[config.mk]
export PLATFORM = sky130hd
export DESIGN_NAME = trial_mean_variance
export DESIGN_NICKNAME = d
export VERILOG_FILES = /design/src/tmv_pkg.sv /design/src/tmv_accum.sv /design/src/tmv_stats.sv /design/src/trial_mean_variance.sv
export SDC_FILE = /design/constraint.sdc
export NUM_CORES = 2
export LEC_CHECK = 0
export BUFFER_PORTS_ARGS = -buffer_cell sky130_fd_sc_hd__buf_2
export CAP_MARGIN = 5
export CORE_MARGIN = 3
export CORE_UTILIZATION = 65
export CTS_BUF_LIST = sky130_fd_sc_hd__clkbuf_8
export CTS_CLUSTER_DIAMETER = 150
export DETAILED_ROUTE_END_ITERATION = 10
export PLACE_DENSITY = 0.82
export SYNTH_ARGS = -nofsm -noshare
export SYNTH_HDL_FRONTEND = slang
export SYNTH_SLANG_ARGS = --single-unit
[constraint.sdc]
create_clock -name clk -period 9.4 [get_ports clk]
set_clock_uncertainty 0.1 [all_clocks]
set_input_delay 1.41 -clock clk [delete_from_list [all_inputs] [get_ports clk]]
set_output_delay 1.41 -clock clk [all_outputs]
set_load 0.01 [all_outputs]
[src/tmv_pkg.sv]
// tmv_pkg: shared widths, register codes, reset values and types for trial_mean_variance.
// No dependencies; imported by every module of the block.
package tmv_pkg;

    localparam int SAMPLE_W  = 8;
    localparam int LEN_W     = 21;
    localparam int CNT_W     = 16;
    localparam int SUM_W     = 28;
    localparam int SUMSQ_W   = 36;
    localparam int MEAN_W    = 28;
    localparam int VAR_W     = 54;
    localparam int K_W       = 5;
    localparam int SH_W      = 6;
    localparam int MEAN_FRAC = 20;
    localparam int VAR_FRAC  = 40;
    localparam int PROD_W    = 2 * SUM_W;

    localparam int DEF_MAX_LOG2_LENGTH = 20;
    localparam int DEF_SAMPLE_BITS     = 8;

    localparam logic [LEN_W-1:0] SAMPLES_PER_TRIAL_RESET = LEN_W'(1024);
    localparam logic [CNT_W-1:0] TRIAL_COUNT_RESET       = CNT_W'(1);

    localparam int CFG_IDX_W = 1;
    localparam logic [CFG_IDX_W-1:0] REG_SAMPLES_PER_TRIAL = 1'b0;
    localparam logic [CFG_IDX_W-1:0] REG_TRIAL_COUNT       = 1'b1;

    // Totals of one finished trial, handed to the statistics stages.
    typedef struct packed {
        logic [SUM_W-1:0]   sum;
        logic [SUMSQ_W-1:0] sumsq;
        logic [K_W-1:0]     k;
        logic [CNT_W-1:0]   index;
        logic               last;
    } trial_sums_t;

    // floor(log2(len)), len = 0 treated as 1
    function automatic logic [K_W-1:0] log2_floor(input logic [LEN_W-1:0] len);
        logic [K_W-1:0] k;
        k = '0;
        for (int i = 0; i < LEN_W; i++) begin
            if (len[i])
            begin
                k = K_W'(i);
            end
        end
        return k;
    endfunction

endpackage

[src/tmv_accum.sv]
// tmv_accum: trial position tracking, sum / sum-of-squares accumulation and trial close.
// Depends on tmv_pkg; feeds tmv_stats with one trial_sums_t per finished trial.
module tmv_accum #(
    parameter int MAX_LOG2_LENGTH = tmv_pkg::DEF_MAX_LOG2_LENGTH,
    parameter int SAMPLE_BITS     = tmv_pkg::DEF_SAMPLE_BITS
) (
    input  logic                          clk,
    input  logic                          rst_n,
    input  logic                          in_valid,
    output logic                          in_stall,
    input  logic [tmv_pkg::SAMPLE_W-1:0]  sample,
    input  logic [tmv_pkg::LEN_W-1:0]     samples_per_trial,
    input  logic [tmv_pkg::CNT_W-1:0]     trial_count,
    output logic                          sums_valid,
    input  logic                          sums_stall,
    output tmv_pkg::trial_sums_t          sums
);
    import tmv_pkg::*;

    localparam int USED_BITS = (SAMPLE_BITS < SAMPLE_W) ? SAMPLE_BITS : SAMPLE_W;
    localparam logic [SAMPLE_W-1:0] SAMPLE_MASK = SAMPLE_W'((1 << USED_BITS) - 1);
    localparam int K_CAP = (MAX_LOG2_LENGTH < MEAN_FRAC) ? MAX_LOG2_LENGTH : MEAN_FRAC;
    localparam logic [K_W-1:0] K_MAX = K_W'(K_CAP);

    logic [LEN_W-1:0]   pos_reg, pos_next;
    logic [SUM_W-1:0]   sum_reg, sum_next;
    logic [SUMSQ_W-1:0] sumsq_reg, sumsq_next;
    logic [CNT_W-1:0]   trial_reg, trial_next;
    logic               valid_reg, valid_next;
    trial_sums_t        sums_reg, sums_next;

    logic [SAMPLE_W-1:0]   s;
    logic [2*SAMPLE_W-1:0] sq;
    logic [LEN_W-1:0]      len;
    logic [CNT_W-1:0]      cnt;
    logic [K_W-1:0]        k_raw, k;
    logic [LEN_W-1:0]      n;
    logic                  counted, trial_end, last;
    logic [SUM_W-1:0]      sum_upd;
    logic [SUMSQ_W-1:0]    sumsq_upd;
    logic                  accept;

    assign in_stall = valid_reg && sums_stall;
    assign accept   = in_valid && !in_stall;

    always_comb
    begin
        s         = sample & SAMPLE_MASK;
        sq        = {{SAMPLE_W{1'b0}}, s} * {{SAMPLE_W{1'b0}}, s};
        len       = (samples_per_trial == '0) ? LEN_W'(1) : samples_per_trial;
        cnt       = (trial_count == '0) ? CNT_W'(1) : trial_count;
        k_raw     = log2_floor(len);
        k         = (k_raw > K_MAX) ? K_MAX : k_raw;
        n         = LEN_W'(1) << k;
        counted   = pos_reg < n;
        sum_upd   = counted ? sum_reg + SUM_W'(s) : sum_reg;
        sumsq_upd = counted ? sumsq_reg + SUMSQ_W'(sq) : sumsq_reg;
        trial_end = ({1'b0, pos_reg} + (LEN_W+1)'(1)) >= {1'b0, len};
        last      = ({1'b0, trial_reg} + (CNT_W+1)'(1)) >= {1'b0, cnt};

        pos_next   = pos_reg;
        sum_next   = sum_reg;
        sumsq_next = sumsq_reg;
        trial_next = trial_reg;
        valid_next = valid_reg && sums_stall;
        sums_next  = sums_reg;

        if (accept)
        begin
            if (trial_end)
            begin
                pos_next        = '0;
                sum_next        = '0;
                sumsq_next      = '0;
                trial_next      = last ? '0 : trial_reg + CNT_W'(1);
                valid_next      = 1'b1;
                sums_next.sum   = sum_upd;
                sums_next.sumsq = sumsq_upd;
                sums_next.k     = k;
                sums_next.index = trial_reg;
                sums_next.last  = last;
            end
            else
            begin
                pos_next   = pos_reg + LEN_W'(1);
                sum_next   = sum_upd;
                sumsq_next = sumsq_upd;
            end
        end
    end

    always_ff @(posedge clk or negedge rst_n)
    begin
        if (!rst_n)
        begin
            pos_reg   <= '0;
            sum_reg   <= '0;
            sumsq_reg <= '0;
            trial_reg <= '0;
            valid_reg <= 1'b0;
        end
        else
        begin
            pos_reg   <= pos_next;
            sum_reg   <= sum_next;
            sumsq_reg <= sumsq_next;
            trial_reg <= trial_next;
            valid_reg <= valid_next;
        end
    end

    always_ff @(posedge clk)
    begin
        sums_reg <= sums_next;
    end

    assign sums_valid = valid_reg;
    assign sums       = sums_reg;

endmodule

[src/tmv_stats.sv]
// tmv_stats: turns trial totals into fixed-point mean and variance over two register stages.
// Depends on tmv_pkg; stage 1 squares the sum, stage 2 subtracts, scales and saturates.
module tmv_stats (
    input  logic                          clk,
    input  logic                          rst_n,
    input  logic                          sums_valid,
    output logic                          sums_stall,
    input  tmv_pkg::trial_sums_t          sums,
    output logic                          out_valid,
    input  logic                          out_stall,
    output logic [tmv_pkg::CNT_W-1:0]     trial_index,
    output logic [tmv_pkg::MEAN_W-1:0]    mean_fixed,
    output logic [tmv_pkg::VAR_W-1:0]     variance_fixed,
    output logic                          final_trial
);
    import tmv_pkg::*;

    localparam int MEAN_WIDE_W = SUM_W + MEAN_FRAC;
    localparam int VAR_WIDE_W  = PROD_W + VAR_FRAC;
    localparam logic [VAR_W-1:0] VAR_ALL_ONES = '1;

    // product stage
    logic               p_valid_reg, p_valid_next;
    logic [PROD_W-1:0]  p_a_reg, p_a_next;
    logic [PROD_W-1:0]  p_b_reg, p_b_next;
    logic [MEAN_W-1:0]  p_mean_reg, p_mean_next;
    logic [SH_W-1:0]    p_sh_reg, p_sh_next;
    logic [CNT_W-1:0]   p_index_reg, p_index_next;
    logic               p_last_reg, p_last_next;

    // result stage
    logic               o_valid_reg, o_valid_next;
    logic [CNT_W-1:0]   o_index_reg, o_index_next;
    logic [MEAN_W-1:0]  o_mean_reg, o_mean_next;
    logic [VAR_W-1:0]   o_var_reg, o_var_next;
    logic               o_last_reg, o_last_next;

    logic                   adv_o, adv_p, take;
    logic [MEAN_WIDE_W-1:0] mean_wide;
    logic [PROD_W-1:0]      d;
    logic [VAR_W-1:0]       var_limit;
    logic [VAR_WIDE_W-1:0]  var_wide;

    assign adv_o      = !o_valid_reg || !out_stall;
    assign adv_p      = !p_valid_reg || adv_o;
    assign sums_stall = !adv_p;
    assign take       = sums_valid && adv_p;

    always_comb
    begin
        mean_wide = MEAN_WIDE_W'(sums.sum) << (K_W'(MEAN_FRAC) - sums.k);

        p_valid_next = take ? 1'b1 : (p_valid_reg && !adv_o);
        p_a_next     = p_a_reg;
        p_b_next     = p_b_reg;
        p_mean_next  = p_mean_reg;
        p_sh_next    = p_sh_reg;
        p_index_next = p_index_reg;
        p_last_next  = p_last_reg;
        if (take)
        begin
            // N * sumsq is a shift since N is a power of two
            p_a_next     = PROD_W'(sums.sumsq) << sums.k;
            p_b_next     = PROD_W'(sums.sum) * PROD_W'(sums.sum);
            p_mean_next  = (|mean_wide[MEAN_WIDE_W-1:MEAN_W]) ? '1 : mean_wide[MEAN_W-1:0];
            p_sh_next    = SH_W'(VAR_FRAC) - SH_W'({sums.k, 1'b0});
            p_index_next = sums.index;
            p_last_next  = sums.last;
        end
    end

    always_comb
    begin
        d         = (p_a_reg > p_b_reg) ? p_a_reg - p_b_reg : '0;
        var_limit = VAR_ALL_ONES >> p_sh_reg;
        var_wide  = VAR_WIDE_W'(d) << p_sh_reg;

        o_valid_next = adv_o ? p_valid_reg : o_valid_reg;
        o_index_next = o_index_reg;
        o_mean_next  = o_mean_reg;
        o_var_next   = o_var_reg;
        o_last_next  = o_last_reg;
        if (adv_o && p_valid_reg)
        begin
            o_index_next = p_index_reg;
            o_mean_next  = p_mean_reg;
            o_var_next   = (d > PROD_W'(var_limit)) ? VAR_ALL_ONES : var_wide[VAR_W-1:0];
            o_last_next  = p_last_reg;
        end
    end

    always_ff @(posedge clk or negedge rst_n)
    begin
        if (!rst_n)
        begin
            p_valid_reg <= 1'b0;
            o_valid_reg <= 1'b0;
        end
        else
        begin
            p_valid_reg <= p_valid_next;
            o_valid_reg <= o_valid_next;
        end
    end

    always_ff @(posedge clk)
    begin
        p_a_reg     <= p_a_next;
        p_b_reg     <= p_b_next;
        p_mean_reg  <= p_mean_next;
        p_sh_reg    <= p_sh_next;
        p_index_reg <= p_index_next;
        p_last_reg  <= p_last_next;
        o_index_reg <= o_index_next;
        o_mean_reg  <= o_mean_next;
        o_var_reg   <= o_var_next;
        o_last_reg  <= o_last_next;
    end

    assign out_valid      = o_valid_reg;
    assign trial_index    = o_index_reg;
    assign mean_fixed     = o_mean_reg;
    assign variance_fixed = o_var_reg;
    assign final_trial    = o_last_reg;

endmodule

[src/trial_mean_variance.sv]
// Per-trial mean and population variance of an unsigned sample stream. One sample is
// accepted every clock cycle while in_stall is low; samples update a running sum and sum
// of squares, and the last sample of a trial hands the totals to a two-stage statistics
// pipeline (square of the sum, then subtract, scale and saturate). The registered totals
// pass through the product and result stages. Input is held off only when the result side
// stalls long enough to fill the totals register and both statistics stages. Only the
// first 2^k samples of a trial are counted, k = floor(log2(samples_per_trial)) capped at
// MAX_LOG2_LENGTH and 20. mean_fixed carries 20 fraction bits, variance_fixed 40. Write
// configuration only while no trial result is pending; cfg_ready is always high.
//
// Top level: configuration registers and the accumulate / statistics chain.
// Depends on tmv_pkg, tmv_accum and tmv_stats.
module trial_mean_variance #(
    parameter int MAX_LOG2_LENGTH = tmv_pkg::DEF_MAX_LOG2_LENGTH,
    parameter int SAMPLE_BITS     = tmv_pkg::DEF_SAMPLE_BITS
) (
    input  logic                           clk,
    input  logic                           rst_n,
    input  logic                           in_valid,
    output logic                           in_stall,
    input  logic [tmv_pkg::SAMPLE_W-1:0]   sample,
    output logic                           out_valid,
    input  logic                           out_stall,
    output logic [tmv_pkg::CNT_W-1:0]      trial_index,
    output logic [tmv_pkg::MEAN_W-1:0]     mean_fixed,
    output logic [tmv_pkg::VAR_W-1:0]      variance_fixed,
    output logic                           final_trial,
    input  logic                           cfg_valid,
    output logic                           cfg_ready,
    input  logic [tmv_pkg::CFG_IDX_W-1:0]  cfg_index,
    input  logic [tmv_pkg::LEN_W-1:0]      cfg_data
);
    import tmv_pkg::*;

    logic [LEN_W-1:0] spt_reg, spt_next;
    logic [CNT_W-1:0] tcount_reg, tcount_next;
    logic             cfg_write;
    logic             sums_valid, sums_stall;
    trial_sums_t      sums;

    assign cfg_ready = 1'b1;
    assign cfg_write = cfg_valid && cfg_ready;

    always_comb
    begin
        spt_next    = spt_reg;
        tcount_next = tcount_reg;
        if (cfg_write)
        begin
            unique case (cfg_index)
                REG_SAMPLES_PER_TRIAL: spt_next    = cfg_data;
                REG_TRIAL_COUNT:       tcount_next = cfg_data[CNT_W-1:0];
                default:               spt_next    = spt_reg;
            endcase
        end
    end

    always_ff @(posedge clk or negedge rst_n)
    begin
        if (!rst_n)
        begin
            spt_reg    <= SAMPLES_PER_TRIAL_RESET;
            tcount_reg <= TRIAL_COUNT_RESET;
        end
        else
        begin
            spt_reg    <= spt_next;
            tcount_reg <= tcount_next;
        end
    end

    tmv_accum #(
        .MAX_LOG2_LENGTH (MAX_LOG2_LENGTH),
        .SAMPLE_BITS     (SAMPLE_BITS)
    ) u_accum (
        .clk               (clk),
        .rst_n             (rst_n),
        .in_valid          (in_valid),
        .in_stall          (in_stall),
        .sample            (sample),
        .samples_per_trial (spt_reg),
        .trial_count       (tcount_reg),
        .sums_valid        (sums_valid),
        .sums_stall        (sums_stall),
        .sums              (sums)
    );

    tmv_stats u_stats (
        .clk            (clk),
        .rst_n          (rst_n),
        .sums_valid     (sums_valid),
        .sums_stall     (sums_stall),
        .sums           (sums),
        .out_valid      (out_valid),
        .out_stall      (out_stall),
        .trial_index    (trial_index),
        .mean_fixed     (mean_fixed),
        .variance_fixed (variance_fixed),
        .final_trial    (final_trial)
    );

endmodule
# ---- Yosys cells after proc, flatten, opt, wreduce, memory -nomap -nowiden
# Cells that the tools add are included.
# Widths: inputs -> output; s select.
dict set report word_totals {
  wordCells 99
  out_inout_bits 102
  inputBits 35
  reg_bits 489
}
dict set report op_classes {
  bitwise_logic 1
  n_mux 33
  n_mul 2
  order_cmp 6
  n_reduce_logical 19
  n_addsub 9
  shifts 5
}
# cell n
set ops {}
lappend ops {{$mux 5} 20}
lappend ops {{$mux 36} 2}
lappend ops {{$gt 56x54->1} 1}
lappend ops {{$gt 56x56->1} 1}
lappend ops {{$mul 28x28->56} 1}
lappend ops {{$mux 28} 2}
lappend ops {{$mux 56} 1}
lappend ops {{$shl 36x5->56} 1}
lappend ops {{$shl 56x6->54} 1}
lappend ops {{$sub 56x56->56} 1}
lappend ops {{$shr 54x6->54 const A} 1}
lappend ops {{$shl 28x5->48} 1}
lappend ops {{$mux 21} 2}
lappend ops {{$add 36x16->36} 1}
lappend ops {{$mux 16} 2}
lappend ops {{$add 28x8->28} 1}
lappend ops {{$add 21x1->22 const B} 1}
lappend ops {{$ge 22x21->1} 1}
lappend ops {{$add 21x1->21 const B} 1}
lappend ops {{$logic_not 21->1} 1}
lappend ops {{$lt 21x21->1} 1}
lappend ops {{$shl 1x5->21 const A} 1}
lappend ops {{$reduce_or 20->1} 1}
lappend ops {{$add 16x1->17 const B} 1}
lappend ops {{13 further kinds} 28}

# ---- Depth between registers and ports, before layout
dict set report depth {
  word_depth 28
  ltp_mapped 29
  ltp_nobuf 27
}

# ---- Cells and area by module
# From an unflattened synthesis, not the netlist that was laid out.
dict set report unflattened {
  cells_unflattened 6139
  hier_area_um2 57512.7
}
# module cells_per_inst n_inst area_each_um2 seq_area_each_um2
set by_module_without_submodules {}
lappend by_module_without_submodules {tmv_stats 4727 1 42931.2 7857.5}
lappend by_module_without_submodules {tmv_accum 1331 1 13122.6 5134.9}
lappend by_module_without_submodules {trial_mean_variance 81 1 1458.9 928.4}

# ---- Worst setup path after synthesis
# Ideal clock, no wire load.
dict set report synth_timing {
  kind {input-to-reg}
  startpoint {input out_stall}
  endpoint {register u_stats.o_last_reg (netlist: u_stats.final_trial) (enable)}
  cell_stages 1
  path_buffers 0
  required_ps 8592
  setup_time_ps 708
  setup_slack_ps 40
  arrival_time_ps 8552
  path_cell_list {a21boi_0}
}
dict set report synth_between {
  elab_chain_cells 3
}
# item line
set synth_rtl {}
lappend synth_rtl {{start, declared} trial_mean_variance.sv:23} ;# input logic out_stall,
lappend synth_rtl {{$logic_not 1->1} tmv_stats.sv:44} ;# assign adv_o = !o_valid_reg || !out_stall;
lappend synth_rtl {{$logic_or 1x1->1} tmv_stats.sv:44}
lappend synth_rtl {{$logic_and 1x1->1} tmv_stats.sv:83} ;# if (adv_o && p_valid_reg)
lappend synth_rtl {{end signal, assigned} tmv_stats.sv:117} ;# o_last_reg <= o_last_next;
lappend synth_rtl {{end, declared} tmv_stats.sv:36} ;# logic o_last_reg, o_last_next;
# No other way between the ends.
# A chain may end at the register's enable or synchronous reset.

# ---- Worst setup path after layout
dict set report layout_timing {
  startpoint {register u_accum.sums_reg (netlist bit u_accum.sums[67])}
  endpoint {register u_stats.p_b_reg[53], data pin}
}
dict set report layout_between {
  elab_chain_cells 1
}
# item line
set layout_rtl {}
lappend layout_rtl {{start, declared} tmv_accum.sv:30} ;# trial_sums_t sums_reg, sums_next;
lappend layout_rtl {{start signal, assigned} tmv_accum.sv:114} ;# sums_reg <= sums_next;
lappend layout_rtl {{$mul 28x28->56} tmv_stats.sv:64} ;# p_b_next = PROD_W'(sums.sum) * PROD_W'(sums.sum);
lappend layout_rtl {{end signal, assigned} tmv_stats.sv:109} ;# p_b_reg <= p_b_next;
lappend layout_rtl {{end, declared} tmv_stats.sv:25} ;# logic [PROD_W-1:0] p_b_reg, p_b_next;
# No other way between the ends.

==> results_dict.tcl <==
set metrics [dict create \
    status "completed" \
    yosysWarnings 0 \
    fin_ws_ns 0.888 \
    path_max_fanout 20 \
    nets 6934 \
    num_io_pins 137 \
    relSlewSlack 0.250 \
    synth_seq_cells 487 \
    cts.htree.levels 3 \
    dp_slack_ns 1.10 \
    ant_nets 0 \
    drv_slew 0 \
    first_iter_violations 4648 \
    wl_per_cell_microns 22.7 \
    place_area_sq_mm 0.0577 \
    place.gp.congestion 1.03 \
    hold_class "flop to flop" \
    drive_above_1_share 0.0936 \
    vias 44300 \
    cp.required_ns 9.74 \
    numClockSinks 487 \
    ys_types 102 \
    die_area_sq_mm 0.0896 \
    worst_ir_drop_vdd_uv 429 \
    syn_to_final_growth_pct 6.18 \
    final_util 0.703 \
    syn-cell-area_sq_mm 0.0559 \
    cts_root_buf "clkbuf_8" \
    synth_ff_type "edfxtp_1" \
    wl_microns 159000 \
    initial_utilization 0.662 \
    maxCapViolations 0 \
    period_needed_ns 8.51 \
    die_width_microns 299 \
    avgSynthCellArea_sq_um 9.67 \
    portBuffers 135 \
    grt_overflow 0 \
    worst_slew_pin_slew_ns 1.12 \
    clk_pin_slew_worst_paths_ns 0.07 \
    grt_max_degree 96 \
    crit_path_top_delay_cell "edfxtp_1" \
    critPathMaxStageDelay_ns 0.96 \
    hpwl_microns 124000 \
    syn_inst 5782 \
    cp_common_cell "fa_1" \
    cts_setup_buffers 0 \
    stdcell_area_sq_mm 0.0594 \
    cts_tree "built" \
    synth_edf_count 346 \
    final_common_cell "inv_1" \
    async_flop_share 0.290 \
    numCtsBuffers 77 \
    finalSetupTns_ns 0 \
    clock_latency_ns 0.72 \
    grt_pass1_wl_microns 250000 \
    arrival_ns 8.86 \
    drt_pre_antenna_iters 8 \
    largest_reg_flops 86 \
    p_per_area_mw_per_mm2 249 \
    final_hold_viol_count 0 \
    drt-vias-per-instance 6.31 \
    fillers 6247 \
    core.rowCount 106 \
    ctsHoldBuffers 0 \
    setup_viol 0 \
    clock.fmax_mhz 117 \
    fin_crit_sh 0.906 \
    final_cell_mix "971 x inv_1, 641 x fa_1, 554 x nand2_1, 435 x ha_1, 348 x nor2_1" \
    crit_type "flop to flop" \
    cp-start-kind "flop" \
    post_cts_resized 0 \
    p_leak_nw 27.6 \
    synth_nets 6893 \
    grt_pass1_vias 45100 \
    drc 0 \
    ys_seq_area_frac 0.249 \
    coreArea_sq_mm 0.0845 \
    grt_usage 0.359 \
    rsz0062_at_grt "no" \
    ctsLongestPathBuffers 3 \
    antenna_found_initial 4 \
    cp-end-kind "flop" \
    die_h_microns 299 \
]
==> per-stage QoR <==
| step | cells | total power, mW | hold slack, ns |
|---|---|---|---|
| floorplan | 5782 | 9.84 | 0.300 |
| global placement | 6878 | 12.3 | 0.301 |
| detailed placement | 6878 | 12.6 | 0.305 |
| CTS | 7020 | 14.6 | 0.314 |
| global route | 7020 | 15.8 | 0.311 |
| finish | 7021 | 14.8 | 0.311 |
==> layout make-up <==
type	instances	area, sq um	area share
Multi-Input combinational cell	4075	37400	0.630
Sequential cell	487	13900	0.235
Antenna cell	1	2.50	0.0000422
Clock inverter	59	513	0.00864
Timing Repair Buffer	225	1360	0.0229
Tap cell	1134	1420	0.0239
Clock buffer	83	1140	0.0192
Inverter	957	3590	0.0605
==> per-layer routing <==
metal | part of all wire | routed length (microns) | vias to the layer above | global-route usage
met1 | 0.38 | 60000 | 21600 | 0.473
met3 | 0.12 | 18300 | 567 | 0.0879
li1 | - | - | 19600 | -
met4 | 0.054 | 8660 | 4 | 0.165
met5 | 0.00017 | 27 | - | 0
met2 | 0.45 | 72200 | 2639 | 0.564
==> critical path: cells and delay by family (launching register included) <==
kind / cells / cell delay, ns
fa+ha+maj: 8 / 3.75
compound gates: 11 / 2.49
flops: 1 / 0.96
buf+inv: 7 / 0.70
simple gates: 1 / 0.22
==> cell usage after synthesis (27+ instances only) <==
| library cell | number | area [sq um] |
|---|---|---|
| nor3_1 | 58 | 290 |
| mux2i_1 | 93 | 931 |
| inv_1 | 944 | 3540 |
| mux2_2 | 75 | 845 |
| nand3_1 | 114 | 571 |
| and3_1 | 37 | 231 |
| a211oi_1 | 27 | 203 |
| and2_1 | 198 | 1240 |
| a21o_1 | 93 | 698 |
| xnor2_1 | 133 | 1160 |
| a21oi_1 | 225 | 1130 |
| nand2b_1 | 27 | 169 |
| ha_1 | 435 | 5440 |
| edfxtp_1 | 346 | 10400 |
| xor2_1 | 68 | 596 |
| nand4_1 | 56 | 350 |
| fa_1 | 641 | 12800 |
| o21a_1 | 30 | 225 |
| nor2_1 | 350 | 1310 |
| o31ai_1 | 35 | 263 |
| dfrtp_1 | 139 | 3480 |
| o21ai_0 | 270 | 1350 |
| buf_2 | 27 | 135 |
| nand2_1 | 555 | 2080 |
| o21bai_1 | 28 | 210 |
| a22o_1 | 38 | 333 |
| mux4_2 | 69 | 1550 |
| o211ai_1 | 34 | 255 |
| clkbuf_1 | 208 | 781 |
==> report_power, final <==
part	internal, mW	total [mW]	switching, mW
sequential	2.89	3.04	0.145
clock	1.03	1.97	0.935
combinational	3.88	9.78	5.91
total	7.80	14.8	6.99
==> worst paths after layout <==
path | from | to | slack, ns | cells after the start
worst min-delay path | u_stats.p_index_reg[9]$_DFFE_PP_ | u_stats.trial_index[9]$_DFFE_PP_ | 0.31 | 0
min in group asynchronous | rst_n | u_accum.pos_reg[13]$_DFFE_PN0P_ | 0.73 | 1
worst max-delay path | u_accum.sums[67]$_DFFE_PP_ | u_stats.p_b_reg[53]$_DFFE_PP_ | 0.89 | 27
worst max register to register | u_accum.sums[67]$_DFFE_PP_ | u_stats.p_b_reg[53]$_DFFE_PP_ | 0.89 | 27
worst min register to register | u_stats.p_index_reg[9]$_DFFE_PP_ | u_stats.trial_index[9]$_DFFE_PP_ | 0.31 | 0
max in group asynchronous | rst_n | tcount_reg[11]$_DFFE_PN0P_ | 7.28 | 2
==> kinds of logic after synthesis <==
kind of cell	share of synthesized area
AO/OA/AOI/OAI	0.122
XOR/XNOR	0.0315
adder cells (fa/ha/maj)	0.327
buffers and inverters	0.0826
flip-flops	0.249
multiplexers	0.0596
other	0.0000671
AND/OR/NAND/NOR	0.129
Note: power is estimated with default switching activity, not from simulation.
